<file path="src/design/gpd_pkg.sv">
// Shared types, constants and the 3x3 peak test for the grid peak detector.
// No dependencies; gpd_if, gpd_ctrl, gpd_eval and the top level use this package.
package gpd_pkg;

  // Sizing of the grid and of the cell values.
  localparam int MAX_WIDTH  = 1024;
  localparam int VALUE_BITS = 16;
  localparam int MAX_ROWS   = 1024;
  localparam int COL_BITS   = (MAX_WIDTH > 1) ? $clog2(MAX_WIDTH) : 1;
  localparam int ROW_BITS   = $clog2(MAX_ROWS);
  localparam int DIM_BITS   = 11;
  localparam int POS_BITS   = 10;
  localparam int ENTRY_BITS = 2 * VALUE_BITS;

  localparam logic [DIM_BITS-1:0] DIM_RESET = DIM_BITS'(1024);
  localparam logic [DIM_BITS-1:0] DIM_MAX_W = DIM_BITS'(MAX_WIDTH);
  localparam logic [DIM_BITS-1:0] DIM_MAX_H = DIM_BITS'(MAX_ROWS);

  // Configuration register indexes.
  typedef enum logic {
    CFG_GRID_WIDTH  = 1'b0,
    CFG_GRID_HEIGHT = 1'b1
  } cfg_idx_t;

  typedef logic signed [VALUE_BITS-1:0] value_t;
  typedef value_t win_t [9];

  // Position of one cell in the frame, with its edge flags.
  typedef struct packed {
    logic [ROW_BITS-1:0] row;
    logic [COL_BITS-1:0] col;
    logic                last_row;
    logic                last_col;
  } pos_t;

  // True when window cell (cy,cx) is strictly above every neighbor that
  // lies inside the grid. The flags tell which sides have grid neighbors.
  function automatic logic is_peak(win_t win, int cy, int cx, logic up_ok,
                                   logic dn_ok, logic lf_ok, logic rt_ok);
    logic ok;
    logic row_ok;
    logic col_ok;
    int   y;
    int   x;
    ok = 1'b1;
    for (int dy = -1; dy <= 1; dy++) begin
      for (int dx = -1; dx <= 1; dx++) begin
        y = cy + dy;
        x = cx + dx;
        row_ok = (dy < 0) ? up_ok : ((dy > 0) ? dn_ok : 1'b1);
        col_ok = (dx < 0) ? lf_ok : ((dx > 0) ? rt_ok : 1'b1);
        if (!(dy == 0 && dx == 0) && y >= 0 && y <= 2 && x >= 0 && x <= 2) begin
          if (row_ok && col_ok &&
              ($signed(win[cy*3+cx]) <= $signed(win[y*3+x]))) begin
            ok = 1'b0;
          end
        end
      end
    end
    return ok;
  endfunction

endpackage

</file>
<file path="src/design/gpd_ctrl.sv">
// Grid size registers and raster position counters of the peak detector.
// Depends on gpd_pkg.
module gpd_ctrl (
  input  logic                           clk,
  input  logic                           rst_n,
  input  logic                           cfg_we,
  input  gpd_pkg::cfg_idx_t              cfg_index,
  input  logic [gpd_pkg::DIM_BITS-1:0]   cfg_wdata,
  input  logic                           in_accept,
  output gpd_pkg::pos_t                  pos
);
  import gpd_pkg::*;

  logic [DIM_BITS-1:0] grid_width_r;
  logic [DIM_BITS-1:0] grid_height_r;
  logic [ROW_BITS-1:0] row_r;
  logic [ROW_BITS-1:0] row_nxt;
  logic [COL_BITS-1:0] col_r;
  logic [COL_BITS-1:0] col_nxt;
  logic [DIM_BITS-1:0] eff_w;
  logic [DIM_BITS-1:0] eff_h;
  logic                last_col;
  logic                last_row;

  // Zero acts as one; oversize values clamp to the largest grid.
  always_comb begin
    if (grid_width_r == '0) begin
      eff_w = DIM_BITS'(1);
    end else if (grid_width_r > DIM_MAX_W) begin
      eff_w = DIM_MAX_W;
    end else begin
      eff_w = grid_width_r;
    end
    if (grid_height_r == '0) begin
      eff_h = DIM_BITS'(1);
    end else if (grid_height_r > DIM_MAX_H) begin
      eff_h = DIM_MAX_H;
    end else begin
      eff_h = grid_height_r;
    end
  end

  assign last_col = (DIM_BITS'(col_r) + DIM_BITS'(1)) == eff_w;
  assign last_row = (DIM_BITS'(row_r) + DIM_BITS'(1)) == eff_h;

  // Raster advance with wrap after the last cell of the frame.
  always_comb begin
    col_nxt = col_r + COL_BITS'(1);
    row_nxt = row_r;
    if (last_col) begin
      col_nxt = '0;
      row_nxt = last_row ? '0 : row_r + ROW_BITS'(1);
    end
  end

  // Configuration writes; any write restarts the frame at the origin.
  always_ff @(posedge clk) begin
    if (!rst_n) begin
      grid_width_r  <= DIM_RESET;
      grid_height_r <= DIM_RESET;
      row_r         <= '0;
      col_r         <= '0;
    end else if (cfg_we) begin
      unique case (cfg_index)
        CFG_GRID_WIDTH:  grid_width_r  <= cfg_wdata;
        CFG_GRID_HEIGHT: grid_height_r <= cfg_wdata;
        default: ;
      endcase
      row_r <= '0;
      col_r <= '0;
    end else if (in_accept) begin
      row_r <= row_nxt;
      col_r <= col_nxt;
    end
  end

  assign pos = '{row: row_r, col: col_r, last_row: last_row, last_col: last_col};

endmodule

</file>
<file path="config.mk">
export PLATFORM = sky130hd
export DESIGN_NAME = gpd_ctrl
export DESIGN_NICKNAME = d
export VERILOG_FILES = /design/src/design/gpd_pkg.sv /design/src/design/gpd_ctrl.sv
export SDC_FILE = /design/constraint.sdc
export NUM_CORES = 1
export LEC_CHECK = 0
export ABC_AREA = 1
export BUFFER_PORTS_ARGS = -buffer_cell sky130_fd_sc_hd__buf_2
export CORE_MARGIN = 2
export CORE_UTILIZATION = 30
export DETAILED_ROUTE_END_ITERATION = 8
export SYNTH_ARGS = -nofsm -noshare
export SYNTH_HDL_FRONTEND = slang
export SYNTH_SLANG_ARGS = --single-unit
</file>
<file path="constraint.sdc">
create_clock -name clk -period 1.8 [get_ports clk]
set_input_delay 0.27 -clock clk [delete_from_list [all_inputs] [get_ports clk]]
set_output_delay 0.27 -clock clk [all_outputs]
set_load 0.05 [all_outputs]
</file>
==> summary.txt, run 1 <==
STA
  • Final setup vio count: 22
  • Fmax: 0.426 GHz
  • Transition at the pin with the smallest max-transition slack: 520 ps
  • Setup repair after global routing missed its margin: true
  • Clock skew: 7.15 ps
  • Hold Worst Slack: 222 ps
  • Post-route worst setup slack: -548 ps
  • Post-route clock period utilization: 1.30
  • Period minus WS final: 2350 ps
  • Setup TNS: -4220 ps
  • Max transition margin: 0.651
  • Final-report max-slew violation count: 0
  • Final number of hold-violating endpoints: 0

Worst setup path
  • Critical path type: reg -> out
  • Crit-path most repeated cell: sky130_fd_sc_hd__nand2_1
  • Data required time of the critical path: 1530 ps
  • Minimum setup slack among reg-to-reg paths: -330 ps
  • Type of destination of the critical path: output pin
  • Critical Path Fanout Max: 6
  • CP Cell Sequence: ha_4 > nand2_4 > nor2_4 > nand2_1 > nand2_1 > nand2_1 > nand2_1 > nand2_1 > nor2_1 > nand2_2 > nor4_4 > buf_6
  • Slowest Stage Delay on Critical Path: 400 ps
  • Arrival time reported for the critical path endpoint: 2080 ps
  • Critical path launch point type: flop
  • CP max-delay cell: sky130_fd_sc_hd__dfxtp_4

Yosys
  • Post-synthesis simple-gate area fraction: 0.453
  • Compound-cell area share of the yosys netlist: 0.120
  • Dominant combinational cell family by area after synthesis: simple AND/OR/NAND/NOR gates
  • Number of synthesized register bits: 42
  • Yosys warning count: 0
  • XOR/XNOR share of the synthesized area: 0.00967
  • Sequential-to-total area share from yosys stat: 0.309
  • Count of unique library cells instantiated by Yosys: 27
  • Mean Syn Cell Area: 5.83 µm²
  • Proportion of synthesized area in mux cells: 0
  • Syn Std Cell Area: 2720 µm²
  • Count of mapped cells out of synthesis: 466
  • Arithmetic-cell share of the synthesized area counting full adders, half adders and majority gates: 0.00921
  • Synthesized netlist net count: 484

Clock network
  • Clock transition at the registers of the reported paths: 90 ps
  • Maximum root-to-sink buffer count: 2
  • Total clock sinks: 42
  • Number of H-tree levels: 2
  • CTS hold repair buffers: 0
  • Clock tree root driver cell: sky130_fd_sc_hd__clkbuf_8
  • Total CTS buffers: 5
  • Clock tree from TritonCTS: done
  • Clock latency at the later pin of the worst-skew pair: 300 ps

Final layout
  • Diodes inserted: 0
  • Area growth syn-to-layout: 55.4%
  • Number of nets in the layout: 602
  • Finished Core Util: 0.482
  • FILL cells: 897
  • Final cell count without fillers: 693
  • Commonest non-fill, non-tap cell in the layout: sky130_fd_sc_hd__nand2_1
  • Layout cell share with drive strength beyond 1: 0.402
  • Final std cell area, no fill: 4220 µm²
  • Most frequent cells in the layout: 113 x sky130_fd_sc_hd__nand2_1, 79 x sky130_fd_sc_hd__buf_4, 69 x sky130_fd_sc_hd__nor2_1, 45 x sky130_fd_sc_hd__inv_1, 35 x sky130_fd_sc_hd__buf_2

Placement
  • Cell area after placement: 3600 µm²
  • Post-Place Worst Slack: -260 ps
  • Total placed cells including tap cells: 667
  • Post-DP HPWL: 6050 µm
  • Weighted congestion reported at the end of routability-driven placement: 0.841
  • Count of input and output buffers: 37

Floorplanning
  • Row Count: 34
  • Chip Height: 99.2 µm
  • Die Span X: 99.2 µm
  • Initial standard-cell utilization of the core: 0.310
  • Floorplan die area: 9840 µm²
  • Core region area: 8760 µm²
  • Top-level I/O count: 38

Global routing
  • Number of global-route vias before repair: 3,017
  • Combined global-route utilization of all metal layers: 0.176
  • Total congestion overflow: 0
  • Global-route wire length before repair: 14,100 µm
  • Largest net degree at the start of global routing: 23
  • Antenna violations before repair: 0

Detailed routing
  • Vias/cell: 4.74
  • Router iterations before antenna repair: 4
  • Routed length per instance: 12.7 µm
  • Via count: 3,288
  • Count of routing violations after the opening detailed-route iteration: 112
  • Detailed-route wire length: 8780 µm
  • Final routed DRC violation total: 0
  • Number of nets still failing antenna checks after routing: 0

Pwr
  • Leak Pwr: 1.99 nW
  • Power per cell area: 503 nW/µm²
  • Post-layout total power: 2.12 mW
  • VDD IR-drop max: 255 µV

Run
  • Max-cap viol count: 0

Status
  • Status: finished with violations
  • Failing checks: negative setup slack

Min path
  • Classification of the worst-slack hold path: in -> reg
==> area by class of cell <==
type / instances / area (µm²) / area share
multi-input combinational: 360 / 1950 / 0.462
sequential: 42 / 888 / 0.210
clock inverter: 1 / 6.26 / 0.00148
tap: 108 / 135 / 0.0320
timing repair buffer: 124 / 951 / 0.225
inverter: 51 / 194 / 0.0459
clock buffer: 7 / 97.6 / 0.0231
==> worst max-delay path, delay by kind of cell, from the launching register on <==
family        cells  cell delay (ps)
flops             1              400
fa+ha+maj         1              190
simple gates     10              980
buf+inv           1              200
==> routing by layer <==
layer,vias to the layer above,share of wire,GRT usage
met1,1512,0.47,0.234
met2,58,0.48,0.303
met4,0,0.015,0.0358
met5,-,0,0
met3,10,0.030,0.0260
li1,1708,-,-
==> path summary, 6_finish.rpt <==
kind,start,end,cells past startpoint
setup reg to reg,col_r[0]$_SDFFE_PP0P_,row_r[2]$_SDFFE_PP0P_,16
hold reg to reg,grid_height_r[3]$_SDFFE_PN0P_,grid_height_r[3]$_SDFFE_PN0P_,2
hold / removal,cfg_wdata[10],grid_width_r[10]$_SDFFE_PN1P_,3
setup / recovery,row_r[1]$_SDFFE_PP0P_,pos[1],12
==> power breakdown <==
group	switching, mW	internal (mW)	leakage, nW
clock network	0.367	0.360	0.0539
registers	0.0237	0.952	0.356
logic	0.235	0.185	1.58
==> flip-flops by register name (all words and copies together), names as in the netlist <==
name,flops
col_r,10
row_r,10
grid_height_r,11
grid_width_r,11
==> logic make-up (layout without fill, tap and decap cells) <==
family / Yosys count / in the layout
buffers and inverters: 65 / 183
xor gates and xnor gates: 3 / 3
DFF: 42 / 42
AOI/OAI and AO/OA: 62 / 62
and+or+nand+nor: 292 / 293
adders and majority gates: 2 / 2
==> cell usage after synthesis, drive strengths merged <==
cell type | n | area [µm²]
nand2 | 148 | 563
nor2 | 91 | 372
inv | 48 | 180
dfxtp | 42 | 841
nand3 | 39 | 205
a21oi | 32 | 160
o21ai | 28 | 151
buf | 8 | 51.3
clkbuf | 6 | 23.8
nand3b | 6 | 45.0
nand4 | 5 | 31.3
clkinv | 3 | 11.3
ha | 2 | 25.0
nor3 | 2 | 10.0
o211ai | 2 | 15.0
xnor2 | 2 | 17.5
nor4 | 1 | 6.26
xor2 | 1 | 8.76
==> timing repair <==
item / 4_1_cts / 5_1_grt
setup endpoints to repair: 22 / 22
buffers inserted: 6 / 7
pin swaps: 4 / 16
gates cloned: 4 / 1
resized for setup: 36 / 57
No activity file was read; power rests on OpenSTA's default activity.
==> inputs of run 2 (changes only) <==
- clock period: 1.8 -> 2.1 ns (I/O delays scaled with it)
==> run 2 against run 1 <==
Against the previous run: the flow still finishes with violations (negative setup slack); sequential share of layout area increased by 1.6 points; design area down 6.5%; global-route usage fell by 1.0 points; critical path depth down 2; largest power group unchanged.
==> summary.txt, run 2 (synthesized netlist as in run 1, its figures left out) <==
Status
  • Status: finished with violations
  • Failing checks: negative setup slack

Final layout
  • Layout cell share with drive strength beyond 1: 0.361 (-0.0411)
  • Final std cell area, no fill: 3950 µm² (-6.5%)
  • Diodes inserted: 0 (unchanged)
  • Most frequent cells in the layout: 119 x sky130_fd_sc_hd__nand2_1, 64 x sky130_fd_sc_hd__nor2_1, 42 x sky130_fd_sc_hd__inv_1, 42 x sky130_fd_sc_hd__buf_4, 35 x sky130_fd_sc_hd__buf_2
  • Number of nets in the layout: 566 (-6.0%)
  • Area growth syn-to-layout: 45.2%
  • Commonest non-fill, non-tap cell in the layout: sky130_fd_sc_hd__nand2_1
  • Final cell count without fillers: 657 (-5.2%)
  • Biggest registers after layout: grid_height_r: 11 flops, grid_width_r: 11 flops

Min path
  • Critical hold path startpoint: cfg_wdata[10]
  • Cell depth of the worst hold path: 3 (unchanged)
  • Endpoint with the worst hold slack: grid_height_r[10]$_SDFFE_PN1P_
  • Classification of the worst-slack hold path: in -> reg

Worst setup path
  • Type of destination of the critical path: output pin
  • Critical path type: reg -> out
  • Critical Path Fanout Max: 5 (-1)
  • Reg2reg end: row_r[1]$_SDFFE_PP0P_
  • Number of cells on the worst reg-to-reg path: 17 (+1)
  • Arrival time reported for the critical path endpoint: 2050 ps (-30 ps)
  • Critical path launch point type: flop
  • Minimum setup slack among reg-to-reg paths: 60 ps (+390 ps)
  • Data required time of the critical path: 1780 ps (+250 ps)
  • Startpoint of the worst-slack reg-to-reg timing path: col_r[1]$_SDFFE_PP0P_
  • Launching element of the worst setup path: row_r[1]$_SDFFE_PP0P_

Placement
  • Post-DP HPWL: 5690 µm (-6.0%)
  • Cell area after placement: 3200 µm² (-11%)
  • Count of input and output buffers: 37 (unchanged)
  • Weighted congestion reported at the end of routability-driven placement: 0.834 (-0.94%)
  • Total placed cells including tap cells: 620 (-7.0%)

STA
  • Max transition margin: 0.653 (+0.00254)
  • Clock skew: 12.2 ps (+5.04 ps)
  • Post-route clock period utilization: 1.13
  • Final setup vio count: 2 (-91%)
  • Setup TNS: -388 ps (+3830 ps)
  • Setup repair after global routing missed its margin: true
  • Final number of hold-violating endpoints: 0 (unchanged)
  • Hold Worst Slack: 261 ps (+39.6 ps)
  • Period minus WS final: 2370 ps
  • Final-report max-slew violation count: 0 (unchanged)
  • Post-route worst setup slack: -266 ps (+282 ps)
  • Fmax: 0.423 GHz
  • Transition at the pin with the smallest max-transition slack: 517 ps (-3.79 ps)

Pwr
  • VDD IR-drop max: 304 µV (+19%)
  • Post-layout total power: 1.90 mW (-10%)
  • Power per cell area: 483 nW/µm² (-4.0%)
  • Leak Pwr: 1.80 nW (-9.5%)

Global routing
  • Number of global-route vias before repair: 2,913 (-3.4%)
  • Total congestion overflow: 0 (unchanged)
  • Antenna violations before repair: 0 (unchanged)
  • Global-route wire length before repair: 13,400 µm (-4.6%)
  • Largest net degree at the start of global routing: 24 (+4.3%)
  • Combined global-route utilization of all metal layers: 0.166 (-0.0101)

Detailed routing
  • Routed length per instance: 12.8 µm (+1.2%)
  • Number of nets still failing antenna checks after routing: 0 (unchanged)
  • Count of routing violations after the opening detailed-route iteration: 138 (+23%)
  • Router iterations before antenna repair: 4 (unchanged)
  • Vias/cell: 4.87 (+2.7%)
  • Final routed DRC violation total: 0 (unchanged)
  • Via count: 3,202 (-2.6%)
  • Detailed-route wire length: 8420 µm (-4.1%)

Floorplanning
  • Die Span X: 99.2 µm (unchanged)
  • Initial standard-cell utilization of the core: 0.310 (unchanged)
  • Core region area: 8760 µm² (unchanged)
  • Top-level I/O count: 38 (unchanged)
  • Chip Height: 99.2 µm (unchanged)
  • Row Count: 34 (unchanged)
  • Floorplan die area: 9840 µm² (unchanged)

Clock network
  • Total CTS buffers: 5 (unchanged)
  • Total clock sinks: 42 (unchanged)
  • Clock latency at the later pin of the worst-skew pair: 300 ps (about the same)
  • Clock tree root driver cell: sky130_fd_sc_hd__clkbuf_8
  • Clock transition at the registers of the reported paths: 100 ps (about the same)
  • Number of H-tree levels: 2 (unchanged)
  • Clock tree from TritonCTS: done
  • CTS hold repair buffers: 0 (unchanged)
  • Maximum root-to-sink buffer count: 2 (unchanged)

Run
  • Max-cap viol count: 0 (unchanged)
## run 2: cell count changes in the layout (fill, tap and decap cells not counted), moves of 3 or more
cell | previous run | this run
sky130_fd_sc_hd__nor2_2 | 14 | 18
sky130_fd_sc_hd__a21oi_2 | 9 | 1
sky130_fd_sc_hd__inv_1 | 45 | 42
sky130_fd_sc_hd__buf_6 | 4 | 7
sky130_fd_sc_hd__nand2_1 | 113 | 119
sky130_fd_sc_hd__buf_16 | 3 | 0
sky130_fd_sc_hd__buf_4 | 79 | 42
sky130_fd_sc_hd__nor2_1 | 69 | 64
sky130_fd_sc_hd__a21oi_1 | 23 | 31
sky130_fd_sc_hd__nand2_2 | 25 | 21
## run 2: area by class of cell
| class | instances | area (µm²) |
|---|---|---|
| Clock buffer | 6 | 93.8 |
| Tap cell | 108 | 135 |
| Fill cell | 899 | 4820 |
| Multi-Input combinational cell | 360 | 1930 |
| Timing Repair Buffer | 88 | 654 |
| Clock inverter | 2 | 38.8 |
| Inverter | 51 | 196 |
| Sequential cell | 42 | 893 |
## run 2: worst max path at each step
stage / slack, ps / cells after the start / to
after detailed placement: -110 / 8 / pos[1]
final: -270 / 10 / pos[1]
after global placement: -60 / 12 / pos[1]
after global routing: -380 / 11 / pos[1]
after floorplan: -4 / 12 / pos[0]
after CTS: -230 / 10 / pos[1]
## run 2: routing by layer
| layer | GRT usage | vias to the layer above | share of wire | wire length (µm) |
|---|---|---|---|---|
| li1 | - | 1643 | - | - |
| met1 | 0.218 | 1482 | 0.44 | 3720 |
| met2 | 0.279 | 64 | 0.50 | 4210 |
| met3 | 0.0309 | 13 | 0.047 | 392 |
| met4 | 0.0443 | 0 | 0.013 | 106 |
| met5 | 0 | - | 0 | 0 |
## run 2: critical path: stages, from the launching register on
cell and delay [ps]:
sky130_fd_sc_hd__dfxtp_4 380, sky130_fd_sc_hd__ha_4 170, sky130_fd_sc_hd__nand3_2 140, sky130_fd_sc_hd__nor2_1 130
sky130_fd_sc_hd__nand3_1 80, sky130_fd_sc_hd__nand2_1 80, sky130_fd_sc_hd__nand3_1 70, sky130_fd_sc_hd__nor2_2 130
sky130_fd_sc_hd__nand2_2 90, sky130_fd_sc_hd__nor4_4 290, sky130_fd_sc_hd__buf_6 190
## run 2: timing repair
action	in CTS	in global routing
resized for setup	29	78
setup buffers	26	8
endpoints found under the setup margin	2	22
pin swaps	16	33
cloned	0	4
## run 2: power by group
group / switching, mW / internal [mW] / leakage (nW)
registers: 0.0272 / 0.816 / 0.356
clock network: 0.326 / 0.429 / 0.0665
logic: 0.185 / 0.121 / 1.38
## run 2: through the flow
stage | utilization | worst slack, ps
after floorplan | - | -4.01
after global placement | 0.365 | -64.2
after detailed placement | 0.365 | -109
after CTS | 0.415 | -233
after global routing | 0.450 | -382
final | 0.450 | -266
